## src/sv/rvsd_pkg.sv

```systemverilog
// shared types and constants for the repeated value streak detector
// used by rvsd_front, rvsd_queue, rvsd_back and the top level; no dependencies
`default_nettype none

package rvsd_pkg;

  localparam int INDEX_BITS  = 20;
  localparam int SAMPLE_BITS = 16;
  localparam int COUNT_BITS  = 20;
  localparam int TIME_BITS   = 32;
  localparam int DAY_BITS    = 8;
  localparam int CFG_IDX_BITS  = 3;
  localparam int CFG_DATA_BITS = 20;

  localparam int QUEUE_DEPTH = 2;
  localparam int QPTR_BITS   = (QUEUE_DEPTH > 1) ? $clog2(QUEUE_DEPTH) : 1;
  localparam int QCNT_BITS   = $clog2(QUEUE_DEPTH + 1);

  localparam logic [COUNT_BITS-1:0] MIN_RUN_POINTS = COUNT_BITS'(10);
  localparam logic [COUNT_BITS-1:0] COUNT_MAX      = {COUNT_BITS{1'b1}};

  // input tdata: sample then time_hours, padded to whole bytes
  localparam int IN_DATA_BITS  = ((SAMPLE_BITS + TIME_BITS + 7) / 8) * 8;
  // output tdata: start index, count, span
  localparam int OUT_RAW_BITS  = INDEX_BITS + COUNT_BITS + TIME_BITS;
  localparam int OUT_DATA_BITS = ((OUT_RAW_BITS + 7) / 8) * 8;

  typedef enum logic [CFG_IDX_BITS-1:0] {
    REG_RUN_LENGTH_LIMIT = 3'd0,
    REG_RUN_DAY_LIMIT    = 3'd1,
    REG_WIND_MODE        = 3'd2,
    REG_WIND_MINIMUM     = 3'd3,
    REG_DIRECTION_MODE   = 3'd4
  } cfg_reg_t;

  typedef struct packed {
    logic [COUNT_BITS-1:0]   run_length_limit;
    logic [DAY_BITS-1:0]     run_day_limit;
    logic                    wind_mode;
    logic signed [15:0]      wind_minimum;
    logic                    direction_mode;
  } cfg_t;

  localparam logic [COUNT_BITS-1:0] RST_RUN_LENGTH_LIMIT = COUNT_BITS'(40);
  localparam logic [DAY_BITS-1:0]   RST_RUN_DAY_LIMIT    = DAY_BITS'(14);
  localparam logic signed [15:0]    RST_WIND_MINIMUM     = 16'sd5;

  // one finished run waiting for reporting
  typedef struct packed {
    logic [INDEX_BITS-1:0] start_pos;
    logic [COUNT_BITS-1:0] points;
    logic [TIME_BITS-1:0]  start_time;
    logic [TIME_BITS-1:0]  last_time;
  } run_rec_t;

endpackage

`default_nettype wire

```

## src/sv/rvsd_front.sv

```systemverilog
// front end: accepts samples, tracks the open run and pushes finished runs
// depends on rvsd_pkg
`default_nettype none

module rvsd_front (
  input  wire logic                                  clk,
  input  wire logic                                  rst,
  input  wire rvsd_pkg::cfg_t                        cfg,
  input  wire logic                                  in_valid,
  output logic                                       in_ready,
  input  wire logic signed [rvsd_pkg::SAMPLE_BITS-1:0] sample,
  input  wire logic                                  missing,
  input  wire logic [rvsd_pkg::TIME_BITS-1:0]        time_hours,
  input  wire logic                                  q_full,
  output logic                                       q_push,
  output rvsd_pkg::run_rec_t                         q_data
);

  logic                                  have_value;
  logic signed [rvsd_pkg::SAMPLE_BITS-1:0] current_value;
  logic [rvsd_pkg::INDEX_BITS-1:0]       run_start_position;
  logic [rvsd_pkg::TIME_BITS-1:0]        run_start_time;
  logic [rvsd_pkg::TIME_BITS-1:0]        run_last_time;
  logic [rvsd_pkg::COUNT_BITS-1:0]       run_points;
  logic [rvsd_pkg::INDEX_BITS-1:0]       position_counter;

  logic accept;
  logic skip;
  logic new_run;
  logic report;

  assign in_ready = !q_full;
  assign accept   = in_valid && in_ready;

  // a zero in direction mode is a calm
  assign skip    = missing || (cfg.direction_mode && (sample == '0));
  assign new_run = !skip && (!have_value || (sample != current_value));
  assign report  = new_run && have_value && (run_points >= rvsd_pkg::MIN_RUN_POINTS) &&
                   (!cfg.wind_mode || (current_value > cfg.wind_minimum));

  assign q_push            = accept && report;
  assign q_data.start_pos  = run_start_position;
  assign q_data.points     = run_points;
  assign q_data.start_time = run_start_time;
  assign q_data.last_time  = run_last_time;

  always_ff @(posedge clk) begin
    if (rst) begin
      have_value         <= 1'b0;
      current_value      <= '0;
      run_start_position <= '0;
      run_start_time     <= '0;
      run_last_time      <= '0;
      run_points         <= '0;
      position_counter   <= '0;
    end else if (accept) begin
      position_counter <= position_counter + 1'b1;
      if (new_run) begin
        have_value         <= 1'b1;
        current_value      <= sample;
        run_start_position <= position_counter;
        run_start_time     <= time_hours;
        run_last_time      <= time_hours;
        run_points         <= rvsd_pkg::COUNT_BITS'(1);
      end else if (!skip) begin
        if (run_points != rvsd_pkg::COUNT_MAX) begin
          run_points <= run_points + 1'b1;
        end
        run_last_time <= time_hours;
      end
    end
  end

endmodule

`default_nettype wire

```

## src/sv/rvsd_queue.sv

```systemverilog
// short queue of finished runs between front and back
// depends on rvsd_pkg
`default_nettype none

module rvsd_queue (
  input  wire logic                clk,
  input  wire logic                rst,
  input  wire logic                push,
  input  wire rvsd_pkg::run_rec_t  push_data,
  output logic                     full,
  input  wire logic                pop,
  output logic                     not_empty,
  output rvsd_pkg::run_rec_t       pop_data
);

  rvsd_pkg::run_rec_t                slots [rvsd_pkg::QUEUE_DEPTH];
  logic [rvsd_pkg::QPTR_BITS-1:0]    wr_ptr;
  logic [rvsd_pkg::QPTR_BITS-1:0]    rd_ptr;
  logic [rvsd_pkg::QCNT_BITS-1:0]    count;

  localparam logic [rvsd_pkg::QPTR_BITS-1:0] LAST_SLOT =
    rvsd_pkg::QPTR_BITS'(rvsd_pkg::QUEUE_DEPTH - 1);
  localparam logic [rvsd_pkg::QCNT_BITS-1:0] DEPTH_CNT =
    rvsd_pkg::QCNT_BITS'(rvsd_pkg::QUEUE_DEPTH);

  assign full      = (count == DEPTH_CNT);
  assign not_empty = (count != '0);
  assign pop_data  = slots[rd_ptr];

  always_ff @(posedge clk) begin
    if (push) begin
      slots[wr_ptr] <= push_data;
    end
  end

  always_ff @(posedge clk) begin
    if (rst) begin
      wr_ptr <= '0;
      rd_ptr <= '0;
      count  <= '0;
    end else begin
      if (push) begin
        wr_ptr <= (wr_ptr == LAST_SLOT) ? '0 : wr_ptr + 1'b1;
      end
      if (pop) begin
        rd_ptr <= (rd_ptr == LAST_SLOT) ? '0 : rd_ptr + 1'b1;
      end
      if (push && !pop) begin
        count <= count + 1'b1;
      end else if (pop && !push) begin
        count <= count - 1'b1;
      end
    end
  end

endmodule

`default_nettype wire

```

## src/sv/rvsd_back.sv

```systemverilog
// back end: works out span and flag of a finished run and holds the result
// depends on rvsd_pkg
`default_nettype none

module rvsd_back (
  input  wire logic                               clk,
  input  wire logic                               rst,
  input  wire rvsd_pkg::cfg_t                     cfg,
  input  wire logic                               q_not_empty,
  input  wire rvsd_pkg::run_rec_t                 q_data,
  output logic                                    q_pop,
  output logic                                    out_valid,
  input  wire logic                               out_ready,
  output logic [rvsd_pkg::INDEX_BITS-1:0]         run_start_index,
  output logic [rvsd_pkg::COUNT_BITS-1:0]         run_count,
  output logic [rvsd_pkg::TIME_BITS-1:0]          run_span_hours,
  output logic                                    flag_run
);

  logic [rvsd_pkg::TIME_BITS-1:0] span;
  logic [rvsd_pkg::DAY_BITS+4:0]  day_hours;
  logic                           flag;

  // days times 24 as 16x plus 8x
  assign day_hours = {1'b0, cfg.run_day_limit, 4'b0000} +
                     {2'b00, cfg.run_day_limit, 3'b000};
  assign span = q_data.last_time - q_data.start_time;
  assign flag = (q_data.points >= cfg.run_length_limit) ||
                (span >= rvsd_pkg::TIME_BITS'(day_hours));

  assign q_pop = q_not_empty && (!out_valid || out_ready);

  always_ff @(posedge clk) begin
    if (rst) begin
      out_valid <= 1'b0;
    end else if (q_pop) begin
      out_valid <= 1'b1;
    end else if (out_ready) begin
      out_valid <= 1'b0;
    end
  end

  always_ff @(posedge clk) begin
    if (q_pop) begin
      run_start_index <= q_data.start_pos;
      run_count       <= q_data.points;
      run_span_hours  <= span;
      flag_run        <= flag;
    end
  end

endmodule

`default_nettype wire

```

## src/sv/repeated_value_streak_detector_top.sv

```systemverilog
// top level of the repeated value streak detector: stream ports, config registers
// depends on rvsd_pkg, rvsd_front, rvsd_queue, rvsd_back
`default_nettype none

// Follows runs of identical non-missing samples and reports each finished run
// of ten or more points (in wind mode, only those above the wind minimum) with
// start position, length, span in hours and flag once a different value ends
// it. One sample is taken per clock cycle while s_axis_tready is high; ended
// runs wait in a two-entry queue before the result stage until it is free, and
// s_axis_tready drops only while that queue is full because results are not
// being taken. Configuration writes take effect at the next edge and should
// be made while no results are pending.
module repeated_value_streak_detector_top (
  input  wire logic                                  clk,
  input  wire logic                                  rst,
  input  wire logic                                  cfg_we,
  input  wire logic [rvsd_pkg::CFG_IDX_BITS-1:0]     cfg_index,
  input  wire logic [rvsd_pkg::CFG_DATA_BITS-1:0]    cfg_data,
  input  wire logic                                  s_axis_tvalid,
  output logic                                       s_axis_tready,
  // sample [15:0], time_hours [47:16]
  input  wire logic [rvsd_pkg::IN_DATA_BITS-1:0]     s_axis_tdata,
  // missing [0]
  input  wire logic                                  s_axis_tuser,
  output logic                                       m_axis_tvalid,
  input  wire logic                                  m_axis_tready,
  // run_start_index [19:0], run_count [39:20], run_span_hours [71:40]
  output logic [rvsd_pkg::OUT_DATA_BITS-1:0]         m_axis_tdata,
  // flag_run [0]
  output logic                                       m_axis_tuser
);

  rvsd_pkg::cfg_t     cfg;
  rvsd_pkg::run_rec_t push_data;
  rvsd_pkg::run_rec_t pop_data;
  logic               q_full;
  logic               q_push;
  logic               q_pop;
  logic               q_not_empty;

  logic [rvsd_pkg::INDEX_BITS-1:0] run_start_index;
  logic [rvsd_pkg::COUNT_BITS-1:0] run_count;
  logic [rvsd_pkg::TIME_BITS-1:0]  run_span_hours;

  always_ff @(posedge clk) begin
    if (rst) begin
      cfg.run_length_limit <= rvsd_pkg::RST_RUN_LENGTH_LIMIT;
      cfg.run_day_limit    <= rvsd_pkg::RST_RUN_DAY_LIMIT;
      cfg.wind_mode        <= 1'b0;
      cfg.wind_minimum     <= rvsd_pkg::RST_WIND_MINIMUM;
      cfg.direction_mode   <= 1'b0;
    end else if (cfg_we) begin
      case (cfg_index)
        rvsd_pkg::REG_RUN_LENGTH_LIMIT:
          cfg.run_length_limit <= cfg_data[rvsd_pkg::COUNT_BITS-1:0];
        rvsd_pkg::REG_RUN_DAY_LIMIT:
          cfg.run_day_limit <= cfg_data[rvsd_pkg::DAY_BITS-1:0];
        rvsd_pkg::REG_WIND_MODE:
          cfg.wind_mode <= cfg_data[0];
        rvsd_pkg::REG_WIND_MINIMUM:
          cfg.wind_minimum <= signed'(cfg_data[15:0]);
        rvsd_pkg::REG_DIRECTION_MODE:
          cfg.direction_mode <= cfg_data[0];
        default: ;
      endcase
    end
  end

  rvsd_front u_front (
    .clk        (clk),
    .rst        (rst),
    .cfg        (cfg),
    .in_valid   (s_axis_tvalid),
    .in_ready   (s_axis_tready),
    .sample     (signed'(s_axis_tdata[rvsd_pkg::SAMPLE_BITS-1:0])),
    .missing    (s_axis_tuser),
    .time_hours (s_axis_tdata[rvsd_pkg::SAMPLE_BITS +: rvsd_pkg::TIME_BITS]),
    .q_full     (q_full),
    .q_push     (q_push),
    .q_data     (push_data)
  );

  rvsd_queue u_queue (
    .clk       (clk),
    .rst       (rst),
    .push      (q_push),
    .push_data (push_data),
    .full      (q_full),
    .pop       (q_pop),
    .not_empty (q_not_empty),
    .pop_data  (pop_data)
  );

  rvsd_back u_back (
    .clk             (clk),
    .rst             (rst),
    .cfg             (cfg),
    .q_not_empty     (q_not_empty),
    .q_data          (pop_data),
    .q_pop           (q_pop),
    .out_valid       (m_axis_tvalid),
    .out_ready       (m_axis_tready),
    .run_start_index (run_start_index),
    .run_count       (run_count),
    .run_span_hours  (run_span_hours),
    .flag_run        (m_axis_tuser)
  );

  assign m_axis_tdata = rvsd_pkg::OUT_DATA_BITS'({run_span_hours, run_count, run_start_index});

endmodule

`default_nettype wire

```

## config.mk

```make
export PLATFORM = sky130hd
export DESIGN_NAME = repeated_value_streak_detector_top
export DESIGN_NICKNAME = d
export VERILOG_FILES = /design/src/sv/rvsd_pkg.sv /design/src/sv/rvsd_front.sv /design/src/sv/rvsd_queue.sv /design/src/sv/rvsd_back.sv /design/src/sv/repeated_value_streak_detector_top.sv
export SDC_FILE = /design/constraint.sdc
export NUM_CORES = 1
export LEC_CHECK = 0
export BUFFER_PORTS_ARGS = -buffer_cell sky130_fd_sc_hd__buf_4
export CORE_ASPECT_RATIO = 1.5
export CORE_MARGIN = 5
export CORE_UTILIZATION = 31
export DETAILED_ROUTE_END_ITERATION = 10
export GPL_TIMING_DRIVEN = 0
export HOLD_SLACK_MARGIN = 0.05
export PLACE_DENSITY = 0.49
export RECOVER_POWER = 100
export SETUP_SLACK_MARGIN = 0.3
export SLEW_MARGIN = 20
export SYNTH_ARGS = -nofsm -noshare
export SYNTH_HDL_FRONTEND = slang
export SYNTH_SLANG_ARGS = --single-unit
```

## constraint.sdc

```tcl
create_clock -name clk -period 21.7 [get_ports clk]
set_clock_uncertainty 0.1 [all_clocks]
set_input_delay 1.085 -clock clk [delete_from_list [all_inputs] [get_ports clk]]
set_output_delay 1.085 -clock clk [all_outputs]
set_load 0.1 [all_outputs]
```

== Word-level counts from Yosys, hierarchy flattened ==
Memories as Yosys holds them, arrays and structs flattened. A register that Yosys moved wholly into a read port is not among the register bits.
Index checks and enable logic that the tools add are counted.

* Add/sub/neg operators: 8
* Order comparisons: 4
* Equality and inequality tests: 8
* Multiplexer cells: 15
* Reductions and logical operators: 36

{| class="wikitable"
|+ Operators with widths
! kind !! number
|-
| $mux 32 || 2
|-
| $mux 20 || 3
|-
| $add 20x1->20 const B || 2
|-
| $ge 32x13->1 || 1
|-
| $sub 32x32->32 || 1
|-
| $ge 20x20->1 || 1
|-
| $ge 20x4->1 const B || 1
|-
| $ne 20x20->1 const B || 1
|-
| $gt 16x16->1 || 1
|-
| $logic_not 16->1 || 1
|-
| $ne 16x16->1 || 1
|-
| $reduce_and 2->1 || 7
|-
| $add 12x11->13 || 1
|-
| $logic_and 1x1->1 || 10
|-
| $mux 1 || 8
|-
| $reduce_bool 2->1 || 4
|-
| $logic_not 1->1 || 7
|-
| $eq 3x2->1 const B || 2
|-
| $logic_or 1x1->1 || 5
|-
| $mux 2 || 2
|-
| $eq 3x1->1 const B || 1
|-
| $eq 3x3->1 const B || 1
|-
| $logic_not 3->1 || 1
|-
| $reduce_and 3->1 || 1
|-
| 5 further kinds || 6
|}

* Register bits after elaboration: 265
* Memory bits (writable): 208
* Bits of input ports: 77
* Output and inout bits: 75
* Word-level logic and storage cells: 92
* Memories kept: 1

{| class="wikitable"
|+ Memory list
! memory !! words !! bits a word !! read ports !! clocked after memory_dff !! wr ports !! RTL line !! RTL
|-
| u_queue.slots || 2 || 104 || 1 || 1 || 1 || rvsd_queue.sv:16 || <nowiki>rvsd_pkg::run_rec_t slots [rvsd_pkg::QUEUE_DEPTH];</nowiki>
|}

== Logic depth before layout (Yosys ltp) ==
Gate-level depths: netlist of run 1.

* Word-level depth: 13
* Mapped depth: 22
* Mapped depth without buffers: 19

== By module ==
A second synthesis of run 1 with hierarchy kept.

* Cell total of the unflattened synthesis: 1740
* Area, all modules: 21265.4 sq um

{| class="wikitable"
|+ By module, submodules not included
! module !! instances !! cells an instance !! area each (sq um) !! seq. area each (sq um)
|-
| rvsd_queue || 1 || 346 || 7963.9 || 6346.1
|-
| rvsd_front || 1 || 719 || 6278.5 || 2822.7
|-
| rvsd_back || 1 || 492 || 5066.1 || 2212.1
|-
| repeated_value_streak_detector_top || 1 || 183 || 1956.9 || 920.9
|}

== Least setup slack after synthesis of run 1 ==
No wires, ideal clock.

* Path type: register to register
* From: register u_queue.count[0] (netlist name)
* To: memory u_queue.slots[0][0] (netlist name) (enable)
* Library setup time: 580 ps
* Data arrival time: 6970 ps
* Required time: 21020 ps
* Setup slack: 14050 ps
* Stages on the path, launching flop included: 8
* Path buffers: 1
* Clock period less this slack: 7650 ps
* Path through: dfxtp_1 -> nand2b_1 -> and2_1 -> buf_2 -> nand3b_1 -> nand2b_1 -> a311oi_1 -> nor2b_1

* Word-level cells in the longest chain between the ends: 6

{| class="wikitable"
|+ Ends and longest elaborated chain
! element !! RTL line !! RTL
|-
| start: declaration || rvsd_queue.sv:19 || <nowiki>logic [rvsd_pkg::QCNT_BITS-1:0] count;</nowiki>
|-
| start signal: assignment || rvsd_queue.sv:49 || <nowiki>count <= count + 1'b1;</nowiki>
|-
| start signal: assignment || rvsd_queue.sv:51 || <nowiki>count <= count - 1'b1;</nowiki>
|-
| $eq 2x2->1 || rvsd_queue.sv:26 || <nowiki>assign full = (count == DEPTH_CNT);</nowiki>
|-
| $logic_not 1->1 || rvsd_front.sv:32 || <nowiki>assign in_ready = !q_full;</nowiki>
|-
| via s_axis_tready || repeated_value_streak_detector_top.sv:20 || <nowiki>output logic s_axis_tready,</nowiki>
|-
| $logic_and 1x1->1 || rvsd_front.sv:33 || <nowiki>assign accept = in_valid && in_ready;</nowiki>
|-
| $logic_and 1x1->1 || rvsd_front.sv:41 || <nowiki>assign q_push = accept && report;</nowiki>
|-
| via q_push || repeated_value_streak_detector_top.sv:37 || <nowiki>logic q_push;</nowiki>
|-
| $mux 1 || rvsd_queue.sv:31 || <nowiki>if (push) begin</nowiki>
|-
| $mux 1 (implied by the code) || rvsd_queue.sv:32 || <nowiki>slots[wr_ptr] <= push_data;</nowiki>
|-
| end: declaration || rvsd_queue.sv:16 ||
|}

The timed path passes the listed nets, and every way through them passes these cells.

== Final worst setup path of run 1 ==
* From: input s_axis_tvalid
* To: memory u_queue.slots[1][39] (netlist name) (enable)

* Word-level cells in the longest chain between the ends: 4

{| class="wikitable"
|+ Ends and longest elaborated chain
! element !! RTL line !! RTL
|-
| start: declaration || repeated_value_streak_detector_top.sv:19 || <nowiki>input wire logic s_axis_tvalid,</nowiki>
|-
| $logic_and 1x1->1 || rvsd_front.sv:33 ||
|-
| $logic_and 1x1->1 || rvsd_front.sv:41 ||
|-
| via q_push || repeated_value_streak_detector_top.sv:37 ||
|-
| $mux 1 || rvsd_queue.sv:31 ||
|-
| $mux 1 (implied by the code) || rvsd_queue.sv:32 ||
|}

The timed path passes the listed nets, and every way through them passes these cells.

==> impl_metrics.tcl, run 1 <==
set metrics [dict create \
    regArea_um2 12300 \
    timing.slew.headroom_pct -94.28 \
    drt_iter0_drc 653 \
    dp_hpwl_mm 40.99 \
    cts_hold_buf 0 \
    antenna_found_initial 3 \
    fmax_mhz 115.5 \
    synth_area_per_cell_um2 11.83 \
    cts_resized 0 \
    finalSetupTns_ns 0 \
    holdCritPathClass "flop to flop" \
    timing.rr.end "u_queue.slots[1][39]$_DFFE_PP_" \
    cts_num_sinks 474 \
    yosysUniqueCellTypes 64 \
    maxSlewViolCount 186 \
    fin_total_pwr_mw 1.820 \
    synth_flop_cell "edfxtp_1" \
    wl_mm 55.21 \
    reg2reg_depth 9 \
    cp-start-kind "primary input" \
    area_delta_synth_final_pct 16.92 \
    numCtsBuffers 47 \
    initial_core_util_pct 31.22 \
    place_inst 2727 \
    synthCells 1698 \
    timing.rr.start "u_queue.count[0]$_SDFFE_PP0P_" \
    cts_max_path_buffers 3 \
    ioPinCount 152 \
    final_core_util_pct 36.50 \
    clk_transition_reported_paths_ns 0.06 \
    path_max_fanout 45 \
    fp.dieArea_um2 70080 \
    final_area_um2 23480 \
    ys_seq_elements 474 \
    drive_gt1_share_pct 9.830 \
    num-fill-cells 6371 \
    multi_input_area_um2 7288 \
    synth-edff-count 281 \
    grt_pass1_wl_mm 82.27 \
    period_needed_ns 8.661 \
    gr-total-overflow 0 \
    status "complete, but fails checks" \
    synth-async-reset-ratio_pct 0 \
    drtPass1Iterations 5 \
    critPathCaptureType "flop" \
    r2r_setup_slack_ns 13.05 \
    layout_common_cells "edfxtp_1 (281), nand2_1 (254), dfxtp_1 (193)" \
    drc_errors 0 \
    io_buffers 150 \
    holdPathStages 0 \
    p_leak_nw 8.492 \
    core-area_um2 64330 \
    ys_seq_area_share_pct 61.26 \
    worst_slew_pin_slew_ns 2.914 \
    rows 114 \
    criticalPathCategory "primary input to flop" \
    grt_usage_pct 15.37 \
    rsz0062_at_grt "no" \
    cp.arrival_ns 8.67 \
    die_h_um 321.7 \
    final_cells 2814 \
    hold_path.startpoint "u_front.run_start_time[26]$_SDFFE_PP0P_" \
    yosys_warnings 0 \
    post-route-worst-setup-slack_ns 13.04 \
    ir_worst_vdd_uv 50.45 \
    finalCritPeriodShare_pct 39.91 \
    cts_tree "built" \
    violations "max-capacitance violations, max-slew violations" \
    via_count 13380 \
    hold_end "u_queue.slots[1][58]$_DFFE_PP_" \
    hold_viol 0 \
    post_drt_wl_per_cell_um 19.62 \
    gp_congestion 0.8959 \
    synth_nets 1867 \
    pre_cts_slack_ns 13.98 \
    whs_ns 0.3536 \
    vias_per_cell 4.754 \
    powerDensity_nw_per_um2 77.50 \
    final-setup-viol-count 0 \
    fin_nets 2075 \
    layout_commonest_cell "edfxtp_1" \
    post_cts_buffers 0 \
    grt_max_degree 46 \
    syn_area_um2 20080 \
    fp.dieW_um 217.8 \
    cts_max_level 2 \
    first_global_vias 13550 \
    ant_nets 0 \
    maxCapViolations 5 \
    cts_root_buffer "clkbuf_16" \
    insertion_delay_ns 0.57 \
    placed_cell_area_um2 22550 \
    worstPathRequired_ns 21.71 \
]
cell usage after synthesis (all sizes together) (2+ instances only):
cell | number | share of area, %
a2111oi | 2 | 0.087
a211o | 6 | 0.26
a211oi | 3 | 0.11
a21boi | 2 | 0.075
a21o | 20 | 0.75
a21oi | 156 | 3.9
a221oi | 3 | 0.16
a311oi | 2 | 0.087
a31oi | 3 | 0.093
and2 | 5 | 0.16
and3 | 16 | 0.50
and4 | 4 | 0.17
buf | 20 | 0.41
clkbuf | 44 | 0.82
dfxtp | 193 | 19
edfxtp | 281 | 42
fa | 2 | 0.20
ha | 90 | 5.6
inv | 57 | 1.1
mux2 | 70 | 3.9
mux2i | 74 | 3.7
nand2 | 254 | 4.7
nand2b | 10 | 0.31
nand3 | 23 | 0.57
nand3b | 6 | 0.22
nand4 | 21 | 0.65
nor2 | 117 | 2.2
nor2b | 11 | 0.34
nor3 | 13 | 0.32
nor4 | 14 | 0.47
nor4b | 2 | 0.087
o211ai | 5 | 0.19
o21a | 8 | 0.34
o21ai | 38 | 0.97
o21bai | 8 | 0.30
o31a | 3 | 0.13
o31ai | 4 | 0.20
o41ai | 2 | 0.087
or3 | 9 | 0.28
xnor2 | 41 | 1.8
xor2 | 43 | 1.9
power by group:
| group | internal [mW] | switching, mW | total, mW |
|---|---|---|---|
| Clock | 0.440 | 0.347 | 0.787 |
| Combinational | 0.0278 | 0.0413 | 0.0691 |
| Sequential | 0.955 | 0.00796 | 0.963 |
| Total | 1.42 | 0.396 | 1.82 |
critical path, cell delays in order:
cell      delay (ns)
buf_4           0.08
and2_0          0.11
clkbuf_1        0.33
nand3b_1        0.26
nand2b_1        0.35
a311oi_1        0.92
and2_0          1.71
clkbuf_1        1.59
clkbuf_1        2.14
worst max-delay path by stage:
stage | startpoint | to | slack (ns) | depth (start not counted)
floorplan | u_queue.count[0]$_SDFFE_PP0P_ | u_queue.slots[0][0]$_DFFE_PP_ | 14.05 | 7
detailed placement | flop | u_back.flag_run$_DFFE_PP_ | 13.98 | 19
global route | u_queue.count[0]$_SDFFE_PP0P_ | u_queue.slots[1][39]$_DFFE_PP_ | 12.37 | 9
CTS | flop | u_back.flag_run$_DFFE_PP_ | 13.95 | 19
global placement | s_axis_tvalid | u_queue.slots[0][11]$_DFFE_PP_ | 9.70 | 7
finish | s_axis_tvalid | u_queue.slots[1][39]$_DFFE_PP_ | 13.04 | 9
per-layer routing:
layer  track usage (%)  wire, um  vias to the layer above
li1                  -         -                     6484
met1             17.88     22210                     6528
met2             28.95     29180                      289
met3             2.501      2332                       78
met4             4.454      1487                        0
met5                 0         0                        -
registers in the layout, indices dropped and copies added (netlist names), named ones only:
signal and cells:
u_queue.slots 208, cfg 46, u_back.run_span_hours 32, u_front.run_last_time 32, u_front.run_start_time 32, u_back.run_count 20
u_back.run_start_index 20, u_front.position_counter 20, u_front.run_points 20, u_front.run_start_position 20, u_front.current_value 16, u_queue.count 2
u_back.flag_run 1, u_back.out_valid 1, u_front.have_value 1, u_queue.rd_ptr 1, u_queue.wr_ptr 1
kinds of logic after synthesis:
group,share of synthesized area (%)
multiplexers,7.614
adder cells (fa/ha/maj),5.807
XOR/XNOR,3.664
AO/OA/AOI/OAI,8.131
flip-flops,61.26
buffers and inverters,2.299
AND/OR/NAND/NOR,11.23
final cells by class:
class	count	area share [%]
Clock buffer	63	5.649
Multi-Input combinational cell	1103	31.04
Buffer	64	1.023
Sequential cell	474	52.40
Antenna cell	1	0.01066
Timing Repair Buffer	159	3.725
Inverter	57	0.9166
Tap cell	870	4.636
Clock inverter	23	0.6022
(Power assumes the default switching activity.)
==> run 2: changes to the inputs <==
==> constraint.sdc (replaced) <==
create_clock -name clk -period 8.6 [get_ports clk]
set_clock_uncertainty 0.1 [all_clocks]
set_input_delay 0.43 -clock clk [delete_from_list [all_inputs] [get_ports clk]]
set_output_delay 0.43 -clock clk [all_outputs]
set_load 0.1 [all_outputs]
==> run 2 against run 1 <==
The run still ends with max-capacitance violations, max-slew violations left. Non-clock buffer count grew 69. Worst setup slack lost 12 ns. Count of clock-buffer cells in the layout is the same. Combinational power grew to 2.9 times the previous value. Wire length grew 0.66%. Highest routed layer unchanged.
==> impl_metrics.tcl, run 2 (synthesized netlist as in run 1, its figures left out) <==
set metrics [dict create \
    gr-total-overflow 0 \
    final-setup-viol-count 0 \
    grt_pass1_wl_mm 83.15 \
    place_inst 2727 \
    hold_viol 0 \
    grt_usage_pct 15.49 \
    core-area_um2 64330 \
    p_sw_mw 1.006 \
    fp.dieArea_um2 70080 \
    status "complete, but fails checks" \
    period_needed_ns 7.897 \
    cp.arrival_ns 8.11 \
    cp-start-kind "flop" \
    slowest_delay_ns 0.78 \
    maxSlewViolCount 140 \
    rows 114 \
    wl_mm 55.58 \
    timing.slew.headroom_pct -91.16 \
    io_buffers 150 \
    critPathCaptureType "flop" \
    cp.depth 19 \
    drt_iter0_drc 639 \
    pre_cts_slack_ns 0.8777 \
    insertion_delay_ns 0.57 \
    finalCritPeriodShare_pct 91.83 \
    crit_buf_inv 3 \
    layout_common_cells "edfxtp_1 (281), nand2_1 (254), dfxtp_1 (193)" \
    worstPathRequired_ns 8.81 \
    via_count 13620 \
    ioPinCount 152 \
    cts_max_level 2 \
    gp_congestion 0.8959 \
    cpMaxStageDelayCell "clkbuf_1" \
    intPower_mw 3.612 \
    vias_per_cell 4.726 \
    final_cells 2883 \
    post_cts_buffers 0 \
    cts_tree "built" \
    p_leak_nw 8.784 \
    maxCapViolations 4 \
    r2r_setup_slack_ns 0.70 \
    p_comb_share_pct 4.4 \
    final_core_util_pct 37.58 \
    ir_worst_vdd_uv 127.0 \
    clk_transition_reported_paths_ns 0.06 \
    largest_reg_flops 208 \
    reg2reg_depth 19 \
    top_register "u_queue.slots" \
    power_switching_share_pct 21.78 \
    numCtsBuffers 47 \
    post_drt_wl_per_cell_um 19.28 \
    violations "max-capacitance violations, max-slew violations" \
    num-fill-cells 6308 \
    drtPass1Iterations 4 \
    holdCritPathClass "primary input to flop" \
    cts_max_path_buffers 3 \
    rsz0062_at_grt "no" \
    finalSetupTns_ns 0 \
    die_h_um 321.7 \
    fin_nets 2144 \
    drive_gt1_share_pct 9.592 \
    first_global_vias 13850 \
    reg.largest.list "u_queue.slots (208), cfg (46)" \
    whs_ns 0.1227 \
    drc_errors 0 \
    worst_slew_pin_slew_ns 2.867 \
    cts_num_sinks 474 \
    area_delta_synth_final_pct 20.39 \
    fp.dieW_um 217.8 \
    p_clk_share_pct 43.0 \
    dp_hpwl_mm 40.99 \
    path_max_fanout 10 \
    post-route-worst-setup-slack_ns 0.7025 \
    criticalPathCategory "flop to flop" \
    initial_core_util_pct 31.22 \
    cts_root_buffer "clkbuf_16" \
    ant_nets 0 \
    crit_family "simple AND/OR/NAND/NOR gates" \
    layout_commonest_cell "edfxtp_1" \
    crit_path_end "u_back.flag_run$_DFFE_PP_" \
    timing.critical_path.mode_cell "clkbuf_1" \
    power_frac_seq_pct 52.7 \
    antenna_found_initial 2 \
    grt_max_degree 46 \
    timing.rr.end "u_back.flag_run$_DFFE_PP_" \
    powerDensity_nw_per_um2 191.0 \
    path_cells "clkbuf_1 > clkbuf_1 > clkbuf_1 > mux2_1 > fa_1 > a21o_1 > a221oi_1 > o211a_4 > o21ai_0 > xor2_1 > ha_1 > and4_1 > a211oi_1 > and3_1 > o21ai_0 > nor4b_1 > nand3b_1 > nor4_2 > nand4b_1" \
    fmax_mhz 126.6 \
]
-- run 2: what timing repair did --
action / in CTS / in global routing
hold buffers: 69 / 0
hold endpoints to repair: 124 / 0
gates resized for setup: 0 / 0
-- run 2: worst reg2reg max path: stages (launching register included) --
cell and delay [ns]:
dfxtp_1 0.31, clkbuf_1 0.21, clkbuf_1 0.78, clkbuf_1 0.76
mux2_1 0.45, fa_1 0.48, a21o_1 0.20, a221oi_1 0.61
o211a_4 0.32, o21ai_0 0.17, xor2_1 0.55, ha_1 0.35
and4_1 0.21, a211oi_1 0.23, and3_1 0.18, o21ai_0 0.15
nor4b_1 0.78, nand3b_1 0.25, nor4_2 0.41, nand4b_1 0.14
-- run 2: stage by stage --
step	power, mW	cell area (um2)
after floorplan	2.569	20080
after global placement	2.652	22300
after detailed placement	2.657	22550
after CTS	4.679	24710
after global routing	4.786	24170
final	4.617	24180
-- run 2: how the worst min path moves through the flow --
stage,depth (start not counted),slack (ns),end,start
floorplan,0,0.33,u_queue.slots[0][0]$_DFFE_PP_,u_front.run_last_time[0]$_SDFFE_PP0P_
global placement,0,0.33,u_queue.slots[1][47]$_DFFE_PP_,u_front.run_start_time[15]$_SDFFE_PP0P_
detailed placement,0,0.34,u_queue.slots[1][36]$_DFFE_PP_,u_front.run_start_time[4]$_SDFFE_PP0P_
CTS,4,0.08,cfg[0]$_SDFFE_PP0P_,cfg_index[2]
global route,4,0.12,cfg[0]$_SDFFE_PP0P_,cfg_index[2]
finish,4,0.12,cfg[0]$_SDFFE_PP0P_,cfg_index[2]
-- run 2: power groups by stage --
stage,logic [mW],registers [mW],clock network [mW]
5_1_grt,0.223,2.43,2.13
4_1_cts,0.205,2.43,2.04
6_report,0.201,2.43,1.99
2_1_floorplan,0.0958,2.47,0
3_3_place_gp,0.173,2.48,0
3_5_place_dp,0.177,2.48,0
-- run 2: final cells by class --
class	count	area [um2]	area share, %
Multi-Input combinational cell	1103	7295	30.17
Timing Repair Buffer	228	1567	6.479
Tap cell	870	1089	4.502
Antenna cell	1	2.502	0.01035
Inverter	57	215.2	0.8901
Buffer	64	240.2	0.9936
Sequential cell	474	12300	50.88
Clock buffer	63	1326	5.486
Clock inverter	23	141.4	0.5848
-- run 2: layer usage --
layer	vias to the layer above	wire length, um	track usage (%)
met5	-	0	0
met4	0	1576	4.524
met3	84	2076	2.313
met2	271	29340	29.18
met1	6648	22580	18.12
li1	6621	-	-
